## config.mk

```make
export PLATFORM = sky130hd
export DESIGN_NAME = two_wire_master_sequencer
export DESIGN_NICKNAME = d
export VERILOG_FILES = /design/src/rtl/core/tms_pkg.sv /design/src/rtl/core/tms_cfg_regs.sv /design/src/rtl/core/tms_decode.sv /design/src/rtl/core/two_wire_master_sequencer.sv
export SDC_FILE = /design/constraint.sdc
export NUM_CORES = 1
export LEC_CHECK = 0
export BUFFER_PORTS_ARGS = -buffer_cell sky130_fd_sc_hd__buf_2
export CAP_MARGIN = 20
export CORE_MARGIN = 2
export CORE_UTILIZATION = 51
export CTS_CLUSTER_SIZE = 10
export DETAILED_ROUTE_END_ITERATION = 8
export PLACE_DENSITY = 0.82
export SLEW_MARGIN = 0
export SYNTH_ARGS = -nofsm -noshare
export SYNTH_HDL_FRONTEND = slang
export SYNTH_SLANG_ARGS = --single-unit
```

## constraint.sdc

```tcl
create_clock -name aclk -period 2.8 [get_ports aclk]
set_input_delay 0.14 -clock aclk [delete_from_list [all_inputs] [get_ports aclk]]
set_output_delay 0.14 -clock aclk [all_outputs]
set_load 0.02 [all_outputs]
```

## src/rtl/core/tms_pkg.sv

```systemverilog
`timescale 1ns / 1ps
`default_nettype none

package tms_pkg;

    localparam int ByteWidth = 8;
    localparam int IndexWidth = 3;

    typedef enum logic [2:0] {
        ACT_NONE    = 3'd0,
        ACT_WRITE   = 3'd1,
        ACT_STOP    = 3'd2,
        ACT_START   = 3'd3,
        ACT_RX_ACK  = 3'd4,
        ACT_RX_NACK = 3'd5
    } action_t;

    localparam logic [7:0] STATUS_MASK    = 8'b1111_1000;
    localparam logic [7:0] ST_START       = 8'h08;
    localparam logic [7:0] ST_RESTART     = 8'h10;
    localparam logic [7:0] ST_SLAW_ACK    = 8'h18;
    localparam logic [7:0] ST_SLAW_NACK   = 8'h20;
    localparam logic [7:0] ST_DATA_ACK    = 8'h28;
    localparam logic [7:0] ST_DATA_NACK   = 8'h30;
    localparam logic [7:0] ST_ARB_LOST    = 8'h38;
    localparam logic [7:0] ST_SLAR_ACK    = 8'h40;
    localparam logic [7:0] ST_SLAR_NACK   = 8'h48;
    localparam logic [7:0] ST_RXDATA_ACK  = 8'h50;
    localparam logic [7:0] ST_RXDATA_NACK = 8'h58;

    localparam logic [IndexWidth-1:0] REG_SLAVE_ADDRESS = 3'd0;
    localparam logic [IndexWidth-1:0] REG_COMMAND_BYTE  = 3'd1;
    localparam logic [IndexWidth-1:0] REG_BYTE_COUNT    = 3'd2;
    localparam logic [IndexWidth-1:0] REG_READ_MODE     = 3'd3;

    typedef struct packed {
        logic [ByteWidth-1:0] slave_address;
        logic [ByteWidth-1:0] command_byte;
        logic [ByteWidth-1:0] byte_count;
        logic                 read_mode;
    } cfg_t;

    typedef struct packed {
        action_t              bus_action;
        logic [ByteWidth-1:0] write_value;
        logic                 byte_valid;
        logic [ByteWidth-1:0] received_value;
        logic [ByteWidth-1:0] byte_index;
        logic                 finished;
    } result_t;

endpackage

`default_nettype wire

```

## src/rtl/core/tms_cfg_regs.sv

```systemverilog
`timescale 1ns / 1ps
`default_nettype none

module tms_cfg_regs
    import tms_pkg::*;
(
    input  wire logic                  aclk,
    input  wire logic                  aresetn,
    input  wire logic                  cfg_we,
    input  wire logic [IndexWidth-1:0] cfg_index,
    input  wire logic [ByteWidth-1:0]  cfg_wdata,
    output cfg_t                       cfg
);

    cfg_t cfg_reg;
    cfg_t cfg_next;

    always_comb begin
        cfg_next = cfg_reg;
        if (cfg_we) begin
            unique case (cfg_index)
                REG_SLAVE_ADDRESS: cfg_next.slave_address = cfg_wdata;
                REG_COMMAND_BYTE:  cfg_next.command_byte  = cfg_wdata;
                REG_BYTE_COUNT:    cfg_next.byte_count    = cfg_wdata;
                REG_READ_MODE:     cfg_next.read_mode     = cfg_wdata[0];
                // drop writes beyond the register list
                default:           cfg_next = cfg_reg;
            endcase
        end
    end

    always_ff @(posedge aclk) begin
        if (!aresetn) begin
            cfg_reg <= '0;
        end else begin
            cfg_reg <= cfg_next;
        end
    end

    assign cfg = cfg_reg;

endmodule

`default_nettype wire

```

## src/rtl/core/tms_decode.sv

```systemverilog
`timescale 1ns / 1ps
`default_nettype none

module tms_decode
    import tms_pkg::*;
(
    input  wire cfg_t                 cfg,
    input  wire logic [ByteWidth-1:0] bus_status,
    input  wire logic [ByteWidth-1:0] rx_byte,
    input  wire logic [ByteWidth-1:0] tx_byte,
    input  wire logic [ByteWidth-1:0] position,
    output logic [ByteWidth-1:0]      position_next,
    output result_t                   result
);

    logic [ByteWidth-1:0] status;
    logic [ByteWidth-1:0] pos_sat_inc;
    logic [ByteWidth-1:0] pos_work;
    logic [ByteWidth-1:0] cap_index;
    action_t              action;
    logic [ByteWidth-1:0] wval;
    logic                 valid;
    logic [ByteWidth-1:0] rval;

    assign status = bus_status & STATUS_MASK;
    // hold the index at its top value while reading
    assign pos_sat_inc = (position != {ByteWidth{1'b1}}) ? position + 1'b1 : position;

    always_comb begin
        action    = ACT_NONE;
        wval      = '0;
        valid     = 1'b0;
        rval      = '0;
        cap_index = '0;
        pos_work  = position;
        if (!cfg.read_mode) begin
            unique case (status) inside
                ST_START, ST_RESTART: begin
                    action = ACT_WRITE;
                    wval   = cfg.slave_address;
                end
                ST_SLAW_ACK: begin
                    action = ACT_WRITE;
                    wval   = cfg.command_byte;
                end
                ST_SLAW_NACK, ST_DATA_NACK: begin
                    action = ACT_STOP;
                end
                ST_DATA_ACK: begin
                    if (position < cfg.byte_count) begin
                        action   = ACT_WRITE;
                        wval     = tx_byte;
                        pos_work = position + 1'b1;
                    end else begin
                        action = ACT_STOP;
                    end
                end
                ST_ARB_LOST: begin
                    action   = ACT_START;
                    pos_work = '0;
                end
                default: begin
                    action = ACT_NONE;
                end
            endcase
        end else begin
            unique case (status) inside
                ST_START, ST_RESTART: begin
                    action = ACT_WRITE;
                    wval   = cfg.slave_address + 1'b1;
                end
                ST_ARB_LOST: begin
                    action   = ACT_START;
                    pos_work = '0;
                end
                ST_SLAR_ACK: begin
                    action = (position < cfg.byte_count) ? ACT_RX_ACK : ACT_RX_NACK;
                end
                ST_SLAR_NACK: begin
                    action = ACT_STOP;
                end
                ST_RXDATA_ACK: begin
                    valid     = 1'b1;
                    rval      = rx_byte;
                    cap_index = position;
                    pos_work  = pos_sat_inc;
                    // ack the next byte unless it is the last one
                    action = (pos_sat_inc < cfg.byte_count) ? ACT_RX_ACK : ACT_RX_NACK;
                end
                ST_RXDATA_NACK: begin
                    valid     = 1'b1;
                    rval      = rx_byte;
                    cap_index = position;
                    action    = ACT_STOP;
                end
                default: begin
                    action = ACT_NONE;
                end
            endcase
        end
    end

    // every stop clears the index
    assign position_next = (action == ACT_STOP) ? '0 : pos_work;

    always_comb begin
        result.bus_action     = action;
        result.write_value    = wval;
        result.byte_valid     = valid;
        result.received_value = rval;
        result.byte_index     = valid ? cap_index : position_next;
        result.finished       = (action == ACT_STOP);
    end

endmodule

`default_nettype wire

```

## src/rtl/core/two_wire_master_sequencer.sv

```systemverilog
// Two-wire master sequencer: one status request in, one bus action out.
// A request moves from the input register through the decode logic into
// the result register. Throughput: one request per cycle unless m_ready
// stalls the output; the byte index updates as a request leaves the input
// register, so the next request sees it at once.
// Reset: synchronous active-low aresetn clears valid flags, config and index.
`timescale 1ns / 1ps
`default_nettype none

module two_wire_master_sequencer
    import tms_pkg::*;
(
    input  wire logic                  aclk,
    input  wire logic                  aresetn,
    input  wire logic                  cfg_we,
    input  wire logic [IndexWidth-1:0] cfg_index,
    input  wire logic [ByteWidth-1:0]  cfg_wdata,
    input  wire logic                  s_valid,
    output logic                       s_ready,
    input  wire logic [ByteWidth-1:0]  s_bus_status,
    input  wire logic [ByteWidth-1:0]  s_rx_byte,
    input  wire logic [ByteWidth-1:0]  s_tx_byte,
    output logic                       m_valid,
    input  wire logic                  m_ready,
    output logic [2:0]                 m_bus_action,
    output logic [ByteWidth-1:0]       m_write_value,
    output logic                       m_byte_valid,
    output logic [ByteWidth-1:0]       m_received_value,
    output logic [ByteWidth-1:0]       m_byte_index,
    output logic                       m_finished
);

    cfg_t                 cfg;
    logic                 in_valid_reg;
    logic [ByteWidth-1:0] status_reg;
    logic [ByteWidth-1:0] rx_reg;
    logic [ByteWidth-1:0] tx_reg;
    logic                 out_valid_reg;
    result_t              result_reg;
    result_t              result_next;
    logic [ByteWidth-1:0] position_reg;
    logic [ByteWidth-1:0] position_next;
    logic                 advance;

    tms_cfg_regs u_cfg (
        .aclk      (aclk),
        .aresetn   (aresetn),
        .cfg_we    (cfg_we),
        .cfg_index (cfg_index),
        .cfg_wdata (cfg_wdata),
        .cfg       (cfg)
    );

    tms_decode u_decode (
        .cfg           (cfg),
        .bus_status    (status_reg),
        .rx_byte       (rx_reg),
        .tx_byte       (tx_reg),
        .position      (position_reg),
        .position_next (position_next),
        .result        (result_next)
    );

    // move a request into the result register when that slot is free
    assign advance = in_valid_reg && (!out_valid_reg || m_ready);
    assign s_ready = !in_valid_reg || advance;

    always_ff @(posedge aclk) begin
        if (!aresetn) begin
            in_valid_reg  <= 1'b0;
            out_valid_reg <= 1'b0;
            position_reg  <= '0;
        end else begin
            if (s_ready) begin
                in_valid_reg <= s_valid;
            end
            if (advance) begin
                out_valid_reg <= 1'b1;
                position_reg  <= position_next;
            end else if (m_ready) begin
                out_valid_reg <= 1'b0;
            end
        end
    end

    always_ff @(posedge aclk) begin
        if (s_valid && s_ready) begin
            status_reg <= s_bus_status;
            rx_reg     <= s_rx_byte;
            tx_reg     <= s_tx_byte;
        end
        if (advance) begin
            result_reg <= result_next;
        end
    end

    assign m_valid          = out_valid_reg;
    assign m_bus_action     = result_reg.bus_action;
    assign m_write_value    = result_reg.write_value;
    assign m_byte_valid     = result_reg.byte_valid;
    assign m_received_value = result_reg.received_value;
    assign m_byte_index     = result_reg.byte_index;
    assign m_finished       = result_reg.finished;

endmodule

`default_nettype wire

```

==> results_dict.tcl <==
set metrics [dict create \
    remaining_drc_errors 0 \
    wl_per_cell_um 16.9 \
    rrSetupSlack_ns 0.04 \
    status "finished clean" \
    drt-pass1-iter-count 7 \
    ff2ff_path_depth 11 \
    vias_per_cell 5.81 \
    num_antenna_cells 0 \
    total_leakage_power_nw 2.14 \
    ys_seq_area_share_pct 49.4 \
    tightest_slew_ns 0.927 \
    clk_pin_slew_ns 0.09 \
    finish.net_count 599 \
    hold_depth 3 \
    fin_util_pct 65.1 \
    core_um2 8590 \
    first_iter_violations 251 \
    wl_mm 11.1 \
    dieArea_um2 9500 \
    first_global_vias 3900 \
    largest_register_ffs 25 \
    final_area_um2 5600 \
    antenna_found_initial 0 \
    cts_buffer_depth 2 \
    syn-cell-area_um2 4460 \
    critical_path.max_fanout 17 \
    grt_overflow 0 \
    cts_made_buffers 9 \
    worst_setup_path_end_kind "register" \
    start_kind "register" \
    num-fill-cells 677 \
    rsz0062_at_grt "yes" \
    ys_warn_count 0 \
    final_cell_mix "nand2_1 (84), buf_2 (67), edfxtp_1 (50)" \
    worst_slack_ns 0.0397 \
    grt_usage_pct 23.8 \
    fmax_mhz 362 \
    place_area_um2 5090 \
    r2r_start "position_reg[0]" \
    cts_sinks 85 \
    cts_tree "built" \
    critPathArrivalTime_ns 2.96 \
    via_count 3813 \
    min_period_ns 2.76 \
    place.port_buffers 67 \
    powerDensity_nw_per_um2 453 \
    die_y_um 97.5 \
    dp_slack_ns -0.0170 \
    r2r-end "m_byte_index[4]" \
    root_buffer "clkbuf_8" \
    grt_max_degree 37 \
    htree_levels 3 \
    ant_nets 0 \
    ys_ff_latch 85 \
    hpwl_mm 7.83 \
    hold_class "in2reg" \
    finalClockSkew_ns 0.0167 \
    slew_headroom_pct 38.2 \
    clk_latency_ns 0.37 \
    async_flop_share_pct 0 \
    die_w_um 97.5 \
    avgSynthCellArea_um2 10.1 \
    synth.distinct_cells 60 \
    synth_fp_nets 496 \
    crit_type "reg2reg" \
    required_ns 3.00 \
    drive_above_1_share_pct 27.2 \
    final_common_cell "nand2_1" \
    initial_utilization_pct 51.9 \
    holdCritStartpoint "s_valid" \
    hold_viol 0 \
    maxCapViolations 0 \
    irDropWorstVdd_uv 316 \
    finalMaxSlewViolations 0 \
    post_cts_buffers 0 \
    finalSetupViolCount 0 \
    area_growth_pct 25.6 \
    synth_ff_type "edfxtp_1" \
    synth-edff-count 50 \
    placementRows 34 \
    pin_count 71 \
    grt_pass1_wl_mm 18.3 \
    hold_end "in_valid_reg" \
    synthCells 440 \
    gp_congestion 0.998 \
    fin_crit_sh_pct 98.6 \
]
==> per-layer routing <==
metal,track usage [%],share of wire [%],vias to the layer above
met1,28.4,42,1811
met2,41.7,51,129
met3,4.96,4.9,35
met4,9.83,2.7,0
li1,-,-,1838
met5,0,0,-
==> worst max path at each step <==
stage	to	cells after the start	from	slack, ns
floorplan	m_byte_index[0]	13	position_reg[0]	0.03
global placement	m_byte_index[5]	12	position_reg[0]	0.06
detailed placement	m_byte_index[2]	14	position_reg[1]	-0.02
CTS	m_byte_index[4]	13	position_reg[4]	0.004
global route	m_byte_index[2]	11	position_reg[0]	-0.14
finish	m_byte_index[4]	11	position_reg[0]	0.04
==> worst max-delay path, stage by stage (launching register included) <==
cell	delay (ns)
dfxtp_4	0.40
ha_4	0.16
and3_4	0.23
nand3_1	0.10
o21a_1	0.12
ha_1	0.27
nand4_1	0.11
o2111a_1	0.27
a222oi_1	0.42
nor3_2	0.11
buf_12	0.18
o31ai_2	0.21
==> per-stage QoR <==
stage / hold slack, ns / TNS (ns) / std cells / total power, mW
floorplan: 0.239 / 0 / 440 / 1.54
global placement: 0.317 / 0 / 618 / 1.62
detailed placement: 0.318 / -0.0540 / 618 / 1.63
CTS: 0.0205 / 0 / 655 / 2.53
global route: 0.0451 / -1.56 / 656 / 2.62
finish: 0.0199 / 0 / 656 / 2.53
==> kinds of logic after synthesis <==
| kind of cell | synth area share [%] |
|---|---|
| adders and majority gates | 4.49 |
| xor gates and xnor gates | 2.16 |
| and+or+nand+nor | 18.7 |
| buffers and inverters | 3.87 |
| DFF | 49.4 |
| muxes | 1.21 |
| AOI/OAI and AO/OA | 20.2 |
==> synthesized netlist by cell type (2+ instances only) <==
| master | n | share of area (%) |
|---|---|---|
| a21oi_1 | 13 | 1.5 |
| nand3_1 | 19 | 2.1 |
| a311o_1 | 2 | 0.45 |
| nor2_1 | 10 | 0.84 |
| o211ai_1 | 6 | 1.0 |
| nand4b_1 | 2 | 0.39 |
| a211o_1 | 3 | 0.59 |
| and2_1 | 15 | 2.1 |
| and3_1 | 4 | 0.56 |
| dfxtp_1 | 35 | 16 |
| o21ai_0 | 6 | 0.67 |
| buf_1 | 2 | 0.17 |
| or2_1 | 2 | 0.28 |
| inv_1 | 13 | 1.1 |
| buf_6 | 2 | 0.51 |
| a222oi_1 | 9 | 2.0 |
| nand2b_1 | 4 | 0.56 |
| o21a_1 | 4 | 0.67 |
| a21o_1 | 3 | 0.51 |
| nor4b_1 | 3 | 0.59 |
| xnor2_1 | 5 | 0.98 |
| o22ai_1 | 8 | 1.1 |
| clkbuf_1 | 21 | 1.8 |
| a21boi_0 | 25 | 4.2 |
| nand3b_1 | 2 | 0.34 |
| mux2i_1 | 2 | 0.45 |
| nand2_1 | 85 | 7.2 |
| edfxtp_1 | 50 | 34 |
| a2bb2oi_1 | 2 | 0.39 |
| o2111ai_1 | 3 | 0.59 |
| nor3_1 | 5 | 0.56 |
| o31ai_1 | 9 | 1.5 |
| nor4_2 | 2 | 0.56 |
| nand4_1 | 3 | 0.42 |
| xor2_1 | 6 | 1.2 |
| mux2_2 | 3 | 0.76 |
| o31ai_2 | 8 | 2.2 |
| nor2b_1 | 5 | 0.70 |
| buf_2 | 3 | 0.34 |
| ha_1 | 16 | 4.5 |
==> power breakdown <==
part           switching [mW]  internal [mW]  total (mW)
clock                   0.482          0.425       0.907
sequential             0.0214           1.37        1.39
combinational           0.140         0.0991       0.239
==> cell type report <==
cell class	count	area, um2	area share [%]
Sequential cell	85	2210	39.5
Tap cell	108	135	2.41
Clock inverter	7	78.8	1.41
Inverter	13	48.8	0.872
Clock buffer	9	124	2.21
Multi-Input combinational cell	314	2190	39.0
Timing Repair Buffer	120	812	14.5
==> repair_timing <==
| action | in CTS | in global routing |
|---|---|---|
| hold buffers | 21 | 0 |
| setup endpoints to repair | 8 | 17 |
| resized for setup | 2 | 16 |
| pin swaps | 1 | 3 |
| endpoints found under the hold margin | 21 | 0 |
No activity file was read; power rests on OpenSTA's default activity.
